### src/rtl/core/plid_pkg.sv
// Package for the positional list block: field widths, operation and status
// codes, and the control bundle that steers the row of storage cells.
// Depends on nothing; every other file in rtl/core imports it.
package plid_pkg;

  // Fixed field widths of the input and result beats.
  localparam int OP_W    = 2;
  localparam int POS_W   = 7;
  localparam int VAL_W   = 32;
  localparam int STAT_W  = 2;
  localparam int EIDX_W  = 6;
  localparam int COUNT_W = 7;

  // Default number of list entries.
  localparam int DEPTH_DEF = 64;

  // Operation codes of the input beat.
  localparam logic [OP_W-1:0] OP_INSERT  = 2'd0;
  localparam logic [OP_W-1:0] OP_DELETE  = 2'd1;
  localparam logic [OP_W-1:0] OP_DISPLAY = 2'd2;

  // Status codes of the result beat.
  localparam logic [STAT_W-1:0] ST_OK     = 2'd0;
  localparam logic [STAT_W-1:0] ST_FULL   = 2'd1;
  localparam logic [STAT_W-1:0] ST_EMPTY  = 2'd2;
  localparam logic [STAT_W-1:0] ST_BADPOS = 2'd3;

  // What every cell does in a cycle.
  typedef enum logic [1:0] {
    CELL_HOLD,
    CELL_INS,
    CELL_DEL,
    CELL_ROT
  } cell_op_t;

  // Control bundle broadcast to all cells.
  typedef struct packed {
    cell_op_t         op;
    logic [POS_W-1:0] pos;
  } cell_ctl_t;

endpackage

### src/rtl/core/plid_cell.sv
// One storage cell of the list: holds one entry and takes its next value
// from itself, its left or right neighbor, the head cell or the new value.
// Depends on plid_pkg.
module plid_cell #(
  parameter int DEPTH = plid_pkg::DEPTH_DEF,
  parameter int IDX   = 0
) (
  input  logic                                clk,
  input  plid_pkg::cell_ctl_t                 ctl,
  input  logic [$clog2(DEPTH)-1:0]            tail,
  input  logic signed [plid_pkg::VAL_W-1:0]   value,
  input  logic signed [plid_pkg::VAL_W-1:0]   left,
  input  logic signed [plid_pkg::VAL_W-1:0]   right,
  input  logic signed [plid_pkg::VAL_W-1:0]   head,
  output logic signed [plid_pkg::VAL_W-1:0]   entry
);
  import plid_pkg::*;

  localparam int IDX_W = $clog2(DEPTH);
  localparam int CNT_W = $clog2(DEPTH + 1);
  localparam int CMP_W = (CNT_W > POS_W) ? CNT_W : POS_W;

  localparam logic [CMP_W-1:0] IDX_C = CMP_W'(IDX);
  localparam logic [IDX_W-1:0] IDX_T = IDX_W'(IDX);

  logic [CMP_W-1:0]         pos_c;
  logic signed [VAL_W-1:0]  entry_next;

  assign pos_c = CMP_W'(ctl.pos);

  // Choose the source of this cell's next value by its place in the row.
  always_comb begin
    entry_next = entry;
    case (ctl.op)
      CELL_INS: begin
        if (IDX_C > pos_c) begin
          entry_next = left;
        end else if (IDX_C == pos_c) begin
          entry_next = value;
        end
      end
      CELL_DEL: begin
        if (IDX_C >= pos_c) begin
          entry_next = right;
        end
      end
      CELL_ROT: begin
        if (IDX_T < tail) begin
          entry_next = right;
        end else if (IDX_T == tail) begin
          entry_next = head;
        end
      end
      default: begin
        entry_next = entry;
      end
    endcase
  end

  // Entry storage; undefined until written, so no reset.
  always_ff @(posedge clk) begin
    entry <= entry_next;
  end

endmodule

### config.mk
export PLATFORM = sky130hd
export DESIGN_NAME = plid_cell
export DESIGN_NICKNAME = d
export VERILOG_FILES = /design/src/rtl/core/plid_pkg.sv /design/src/rtl/core/plid_cell.sv
export SDC_FILE = /design/constraint.sdc
export NUM_CORES = 1
export LEC_CHECK = 0
export BUFFER_PORTS_ARGS = -buffer_cell sky130_fd_sc_hd__buf_2
export CAP_MARGIN = 20
export CORE_MARGIN = 2
export CORE_UTILIZATION = 34
export CTS_CLUSTER_DIAMETER = 50
export DETAILED_ROUTE_END_ITERATION = 16
export GPL_ROUTABILITY_DRIVEN = 0
export PLACE_DENSITY = 0.77
export SYNTH_ARGS = -nofsm -noshare
export SYNTH_HDL_FRONTEND = slang
export SYNTH_SLANG_ARGS = --single-unit
### constraint.sdc
create_clock -name clk -period 4.67 [get_ports clk]
set_clock_uncertainty 0.2 [all_clocks]
set_input_delay 0 -clock clk [delete_from_list [all_inputs] [get_ports clk]]
set_output_delay 0 -clock clk [all_outputs]
set_load 0.02 [all_outputs]
-- After elaboration in Yosys (flattened, before gate mapping)
Index checks and enable logic that the tools add are counted.
- register bits: 32
- input port bits: 144
- output and inout bits: 32
- logic and storage cells: 20
- $lt $le $gt $ge: 3
- equality and inequality tests: 6
- mux-type cells: 6
- reductions and logical operators: 4
- operators by type and width (kind ; count):
    32-bit 2-to-1 mux ; 5
    32-bit case mux with 3 select lines ; 1
    1-bit by 7-bit >= comparator with 1-bit output, first input constant ; 1
    1-bit by 7-bit > comparator with 1-bit output, first input constant ; 1
    7-bit logical NOT ; 1
    6-bit logical NOT ; 1
    1-bit by 6-bit less-than comparator with 1-bit output, first input constant ; 1
    3-bit != test, second input constant ; 2
    2-bit equality test, second input constant ; 2
    4-bit AND reduction ; 1
    3-bit nonzero test ; 1
    2-bit by 1-bit equality test with 1-bit output, second input constant ; 1
    2-bit != test, second input constant ; 1

-- Depth between registers and ports, before layout
Gate-level depths: netlist (run 1).
- word-level depth: 4
- mapped depth: 6
- gate-level depth less buffers: 3

-- Worst setup path before layout (run 1)
OpenSTA, ideal clock, no wires.
- kind: input port to flip-flop
- start: input ctl[8] in the netlist's numbering
- end: register entry[0] in the netlist's numbering (enable)
- library setup time: 0.511 ns
- data arrival time: 3.666 ns
- required time: 3.959 ns
- path slack: 0.292 ns
- cell stages on the path: 3
- buffers on the path: 1
- cells stage by stage: clkbuf_1 -> o21ai_0 -> o41ai_1
- cells in the longest elaborated chain, start to end: 3
- elaborated cells between the ends (all ways): 8
- those cells by class: eq/ne (6); reduce/logical (2)
- ends and longest elaborated chain (element ; line ; text):
    start, declared ; plid_cell.sv:9 ; input plid_pkg::cell_ctl_t ctl,
    2-bit equality test or 2-bit by 1-bit equality test with 1-bit output (tied branches) ; plid_cell.sv:34 ; case (ctl.op)
    3-bit != test (no source line) (tied with other cells) ; n/a ;
    4-bit AND reduction (no source line) (*) ; n/a ;
    end signal, assigned ; plid_cell.sv:62 ; entry <= entry_next;
    end, declared ; plid_cell.sv:15 ; output logic signed [plid_pkg::VAL_W-1:0] entry
Mark *: on every way between the ends. The rest lies on a longest branch, timed or not.
A chain may end at the register's enable or synchronous reset.

-- Final worst setup path (run 1)
- start: input tail[2]
- end: register entry[27] in the netlist's numbering, data pin
- cells in the longest elaborated chain, start to end: 3
- ends and longest elaborated chain (element ; line ; text):
    start, declared ; plid_cell.sv:10 ; input logic [$clog2(DEPTH)-1:0] tail,
    1-bit by 6-bit less-than comparator with 1-bit output ; plid_cell.sv:48 ; if (IDX_T < tail) begin
    32-bit 2-to-1 mux ; plid_cell.sv:48 ;
    32-bit case mux with 3 select lines ; plid_cell.sv:34 ;
    net entry_next[27] ; plid_cell.sv:27 ; logic signed [VAL_W-1:0] entry_next;
The timed path passes the listed nets, and every way through them passes these cells.

==> results of run 1 <==
[layer usage]
metal	routed length, µm	vias up	GRT usage	part of all wire
met1	2390	1062	0.189	0.39
li1	-	1171	-	-
met3	373	11	0.0396	0.061
met4	119	0	0.0831	0.019
met2	3260	92	0.380	0.53
met5	0	-	0	0
[how the worst max path moves through the flow]
stage,startpoint,end,depth (start not counted)
2_1_floorplan,ctl[8],entry[0]$_DFFE_PP_,3
3_3_place_gp,ctl[8],entry[2]$_DFFE_PP_,4
3_5_place_dp,ctl[8],entry[19]$_DFFE_PP_,4
4_1_cts,tail[5],entry[21]$_DFFE_PP_,5
5_1_grt,tail[2],entry[27]$_DFFE_PP_,5
6_report,tail[2],entry[27]$_DFFE_PP_,5
[report_power, final]
part,switching [mW],total [mW],internal (mW)
Combinational,0.101,0.219,0.118
Sequential,0.00522,0.348,0.343
Clock,0.0952,0.196,0.101
[final cells by class]
class	instances	area [µm²]
multi-input combinational	136	791
clock inverter	3	13.8
inverter	27	101
fill	479	2110
timing repair buffer	210	1400
sequential	32	961
clock buffer	5	68.8
tap	72	90.1
[cells in the mapped netlist]
cell and instances:
a21oi_1 27, or4_4 1, nor2_1 32, nor2b_1 1, edfxtp_1 32, or3b_2 1, clkbuf_1 16, inv_1 27
a31oi_1 5, buf_2 1, o31a_1 27, buf_6 2, o41ai_1 1, o21ai_0 33, buf_8 1, buf_1 1
nor4_1 2, nand4b_1 5, nand2_1 1
[metrics by stage]
step	util	setup WS, ps
final	0.619	2580
after global routing	0.619	2500
after CTS	0.612	2480
after detailed placement	0.481	2360
after global placement	0.481	2430
after floorplan	-	292
[critical path, stage by stage]
cell           delay [ps]
buf_2                 110
or4_4                 800
o31a_1                370
a21oi_1               150
dlygate4sd3_1         570
[kinds of logic after synthesis]
kind of cell / share of synthesized area
buffers and inverters: 0.106
flip-flops: 0.492
AO/OA/AOI/OAI: 0.296
AND/OR/NAND/NOR: 0.106
[repair_timing]
action / CTS / global route
hold buffers: 64 / 0
endpoints found under the hold margin: 32 / 0
buffers inserted: 0 / 0
==> flow_summary.json, run 1 <==
{
  "outcome": "finished clean",
  "port_buffers": 143,
  "fin_area_um2": 3430,
  "hold_ws_ps": 141,
  "synth_cell_types": 19,
  "grt_pass1_wl_um": 9580,
  "cap_violations": 0,
  "fin_cells": 485,
  "finalSetupViolCount": 0,
  "post_drt_wl_per_cell_um": 12.7,
  "post-route-period-util": 0.447,
  "syn2layout_area_growth_pct": 75.7,
  "ant_nets": 0,
  "cts_root_buf": "clkbuf_8",
  "rsz0062_at_grt": "false",
  "fin_nets": 556,
  "synth_top_area_cell": "edfxtp_1",
  "finalMaxSlewViolations": 0,
  "num_rows": 27,
  "finalCriticalPeriod_ps": 2090,
  "worstSetupPathType": "in2reg",
  "clock_path_buffers": 2,
  "drive_above_1_share": 0.378,
  "p_leak_nw": 1.56,
  "ys_ff_latch": 32,
  "avgSynthCellArea_um2": 9.04,
  "core_um2": 5540,
  "synthesis.area_um2": 1950,
  "synthTopCellsByArea": "edfxtp_1 (49%), o31a_1 (12%), o21ai_0 (8.5%)",
  "syn_inst": 216,
  "cts_buffers": 5,
  "grt_overflow": 0,
  "placed_area_um2": 2670,
  "hold_path.class": "in2reg",
  "die-area_um2": 6360,
  "required_ps": 4610,
  "hold-path-endpoint": "entry[1]$_DFFE_PP_",
  "regMostFlops": "entry",
  "hpwl_um": 3710,
  "drcViolationCount": 0,
  "power.density_nw_per_um2": 223,
  "irDropWorstVdd_uv": 151,
  "ys_seq_area_frac": 0.492,
  "worstHoldStart": "ctl[0]",
  "place_inst": 411,
  "syn_nets": 360,
  "largestRegisters": "entry x32",
  "dr.pass1.iters": 4,
  "cp-end-kind": "register",
  "crit_fanout": 59,
  "grt_max_degree": 67,
  "max_freq_ghz": 0.479,
  "hold_viol_final": 0,
  "power.total_mw": 0.763,
  "avgViaCountPerCell": 4.82,
  "io_pins": 176,
  "tightest_slew_ps": 700,
  "grt_usage": 0.192,
  "vias": 2336,
  "clkSlewWorstSetupHoldPaths_ps": 60,
  "die_x_um": 79.8,
  "n_antenna_cell": 0,
  "cts_tree": "done",
  "drtIter0Drc": 142,
  "max_slew_margin": 0.529,
  "cts_max_level": 2,
  "chipHeight_um": 79.8,
  "tns_ps": 0,
  "synth_top_cell_area_share": 0.492,
  "clock-sinks": 32,
  "holdPathStages": 3,
  "largest_register_ffs": 32,
  "grt_pass1_vias": 2328,
  "start_kind": "primary input",
  "antenna_found_initial": 0,
  "arrival_ps": 2030,
  "yosys_warnings": 0,
  "wl_um": 6140,
  "ctsResizeCount": 0,
  "initial_core_util": 0.352,
  "final_cell_mix": "buf_2 (143), dlygate4sd3_1 (64), o21ai_0 (33)",
  "mostFrequentLayoutCell": "buf_2"
}
No activity file was read; power rests on OpenSTA's default activity.
==> run 2: changes to the inputs <==
Settings changed: CORE_UTILIZATION 34 to 38, PLACE_DENSITY 0.77 to 0.81.
Clock period 4.67 ns to 2.1 ns, I/O delays scaled along.
==> flow_summary.json, run 2 (synthesis results as in run 1) <==
{
  "clock_path_buffers": 2,
  "hold_viol_final": 0,
  "n_antenna_cell": 0,
  "power.density_nw_per_um2": 497,
  "largestRegisters": "entry x32",
  "grt_usage": 0.218,
  "num_rows": 26,
  "endpoint": "entry[13]$_DFFE_PP_",
  "cts_max_level": 2,
  "hold_path.class": "in2reg",
  "irDropWorstVdd_uv": 288,
  "die_x_um": 75.7,
  "ant_nets": 0,
  "syn2layout_area_growth_pct": 76.8,
  "fin_nets": 560,
  "wl_um": 6750,
  "crit_fanout": 30,
  "drtIter0Drc": 110,
  "regMostFlops": "entry",
  "grt_max_degree": 60,
  "preCtsSetupSlack_ps": 303,
  "cts_root_buf": "clkbuf_8",
  "finalMaxSlewViolations": 0,
  "grt_pass1_vias": 2332,
  "cts_tree": "done",
  "max_freq_ghz": 0.501,
  "clock-sinks": 32,
  "port_buffers": 143,
  "outcome": "finished clean",
  "clkSlewWorstSetupHoldPaths_ps": 70,
  "cap_violations": 0,
  "fin_ws_ps": 106,
  "required_ps": 2040,
  "multi_input_area_um2": 820,
  "chipHeight_um": 75.7,
  "grt_pass1_wl_um": 9350,
  "ff_latch_area_um2": 961,
  "final_cell_mix": "buf_2 (143), dlygate4sd3_1 (64), o21ai_0 (32), nor2_1 (32), edfxtp_1 (32)",
  "arrival_ps": 1940,
  "nFillCells": 372,
  "rsz0062_at_grt": "false",
  "post-route-period-util": 0.950,
  "place_inst": 414,
  "worstSetupPathType": "in2reg",
  "initial_core_util": 0.387,
  "core_um2": 5040,
  "cts_buffers": 5,
  "grt_overflow": 0,
  "largest_register_ffs": 32,
  "finalCriticalPeriod_ps": 1990,
  "die-area_um2": 5730,
  "p_leak_nw": 1.57,
  "worstHoldStart": "ctl[3]",
  "antenna_found_initial": 0,
  "placed_area_um2": 2720,
  "mostFrequentLayoutCell": "buf_2",
  "finalSetupViolCount": 0,
  "fin_util": 0.684,
  "start_kind": "primary input",
  "dr.pass1.iters": 4,
  "fin_area_um2": 3450,
  "hpwl_um": 3690,
  "drcViolationCount": 0,
  "fin_cells": 487,
  "vias": 2438,
  "cp-end-kind": "register",
  "startpoint": "tail[2]",
  "io_pins": 176,
  "post_drt_wl_per_cell_um": 13.9,
  "drive_above_1_share": 0.381,
  "max_slew_margin": 0.636,
  "tns_ps": 0,
  "avgViaCountPerCell": 5.01,
  "tightest_slew_ps": 545
}
==> run 2: cell count changes in the layout (fill, tap and decap cells not counted), sizes merged <==
cell and change:
clkbuf +2, or4 +1, clkinv -2, buf +3
==> run 2: cell type report <==
cell class	instances	area share
well taps	70	0.0254
clock buffers	7	0.0221
clock inverters	1	0.00109
inverters	27	0.0294
multi-input cells	137	0.237
flip-flops and latches	32	0.278
repair buffers	213	0.406
==> run 2: worst min path at each step <==
stage                          end  cells after the start  slack (ps)
3_5_place_dp   entry[14]$_DFFE_PP_                      3         120
3_3_place_gp   entry[20]$_DFFE_PP_                      3         110
6_report       entry[14]$_DFFE_PP_                      3          80
2_1_floorplan   entry[0]$_DFFE_PP_                      2          20
4_1_cts        entry[14]$_DFFE_PP_                      3          80
5_1_grt        entry[28]$_DFFE_PP_                      3          90
==> run 2: power breakdown <==
part / total (mW) / switching, mW / internal [mW]
sequential: 0.774 / 0.0110 / 0.763
combinational: 0.499 / 0.237 / 0.262
clock: 0.442 / 0.212 / 0.230
total: 1.72 / 0.460 / 1.26
==> run 2: metal layers <==
metal	wire length, µm	track usage	share of wire
met5	0	0	0
met1	2510	0.203	0.37
met3	420	0.0556	0.062
met2	3680	0.444	0.54
met4	138	0.0838	0.020
==> run 2: what timing repair did <==
item / CTS / global route
gates resized for setup: 0 / 1
hold buffers: 64 / 0
setup endpoints to repair: 0 / 18
setup buffers: 0 / 0
hold endpoints to repair: 32 / 0
==> run 2: critical path, cell delays in order <==
cell	delay (ps)
buf_2	120
or4_4	720
o31a_1	340
a21oi_1	150
dlygate4sd3_1	590
==> run 2: per-stage QoR <==
step	hold slack [ps]	power, mW
after detailed placement	121	1.16
after global placement	115	1.15
after floorplan	25.0	0.988
after CTS	80.1	1.71
after global routing	94.4	1.81
final	84.0	1.72
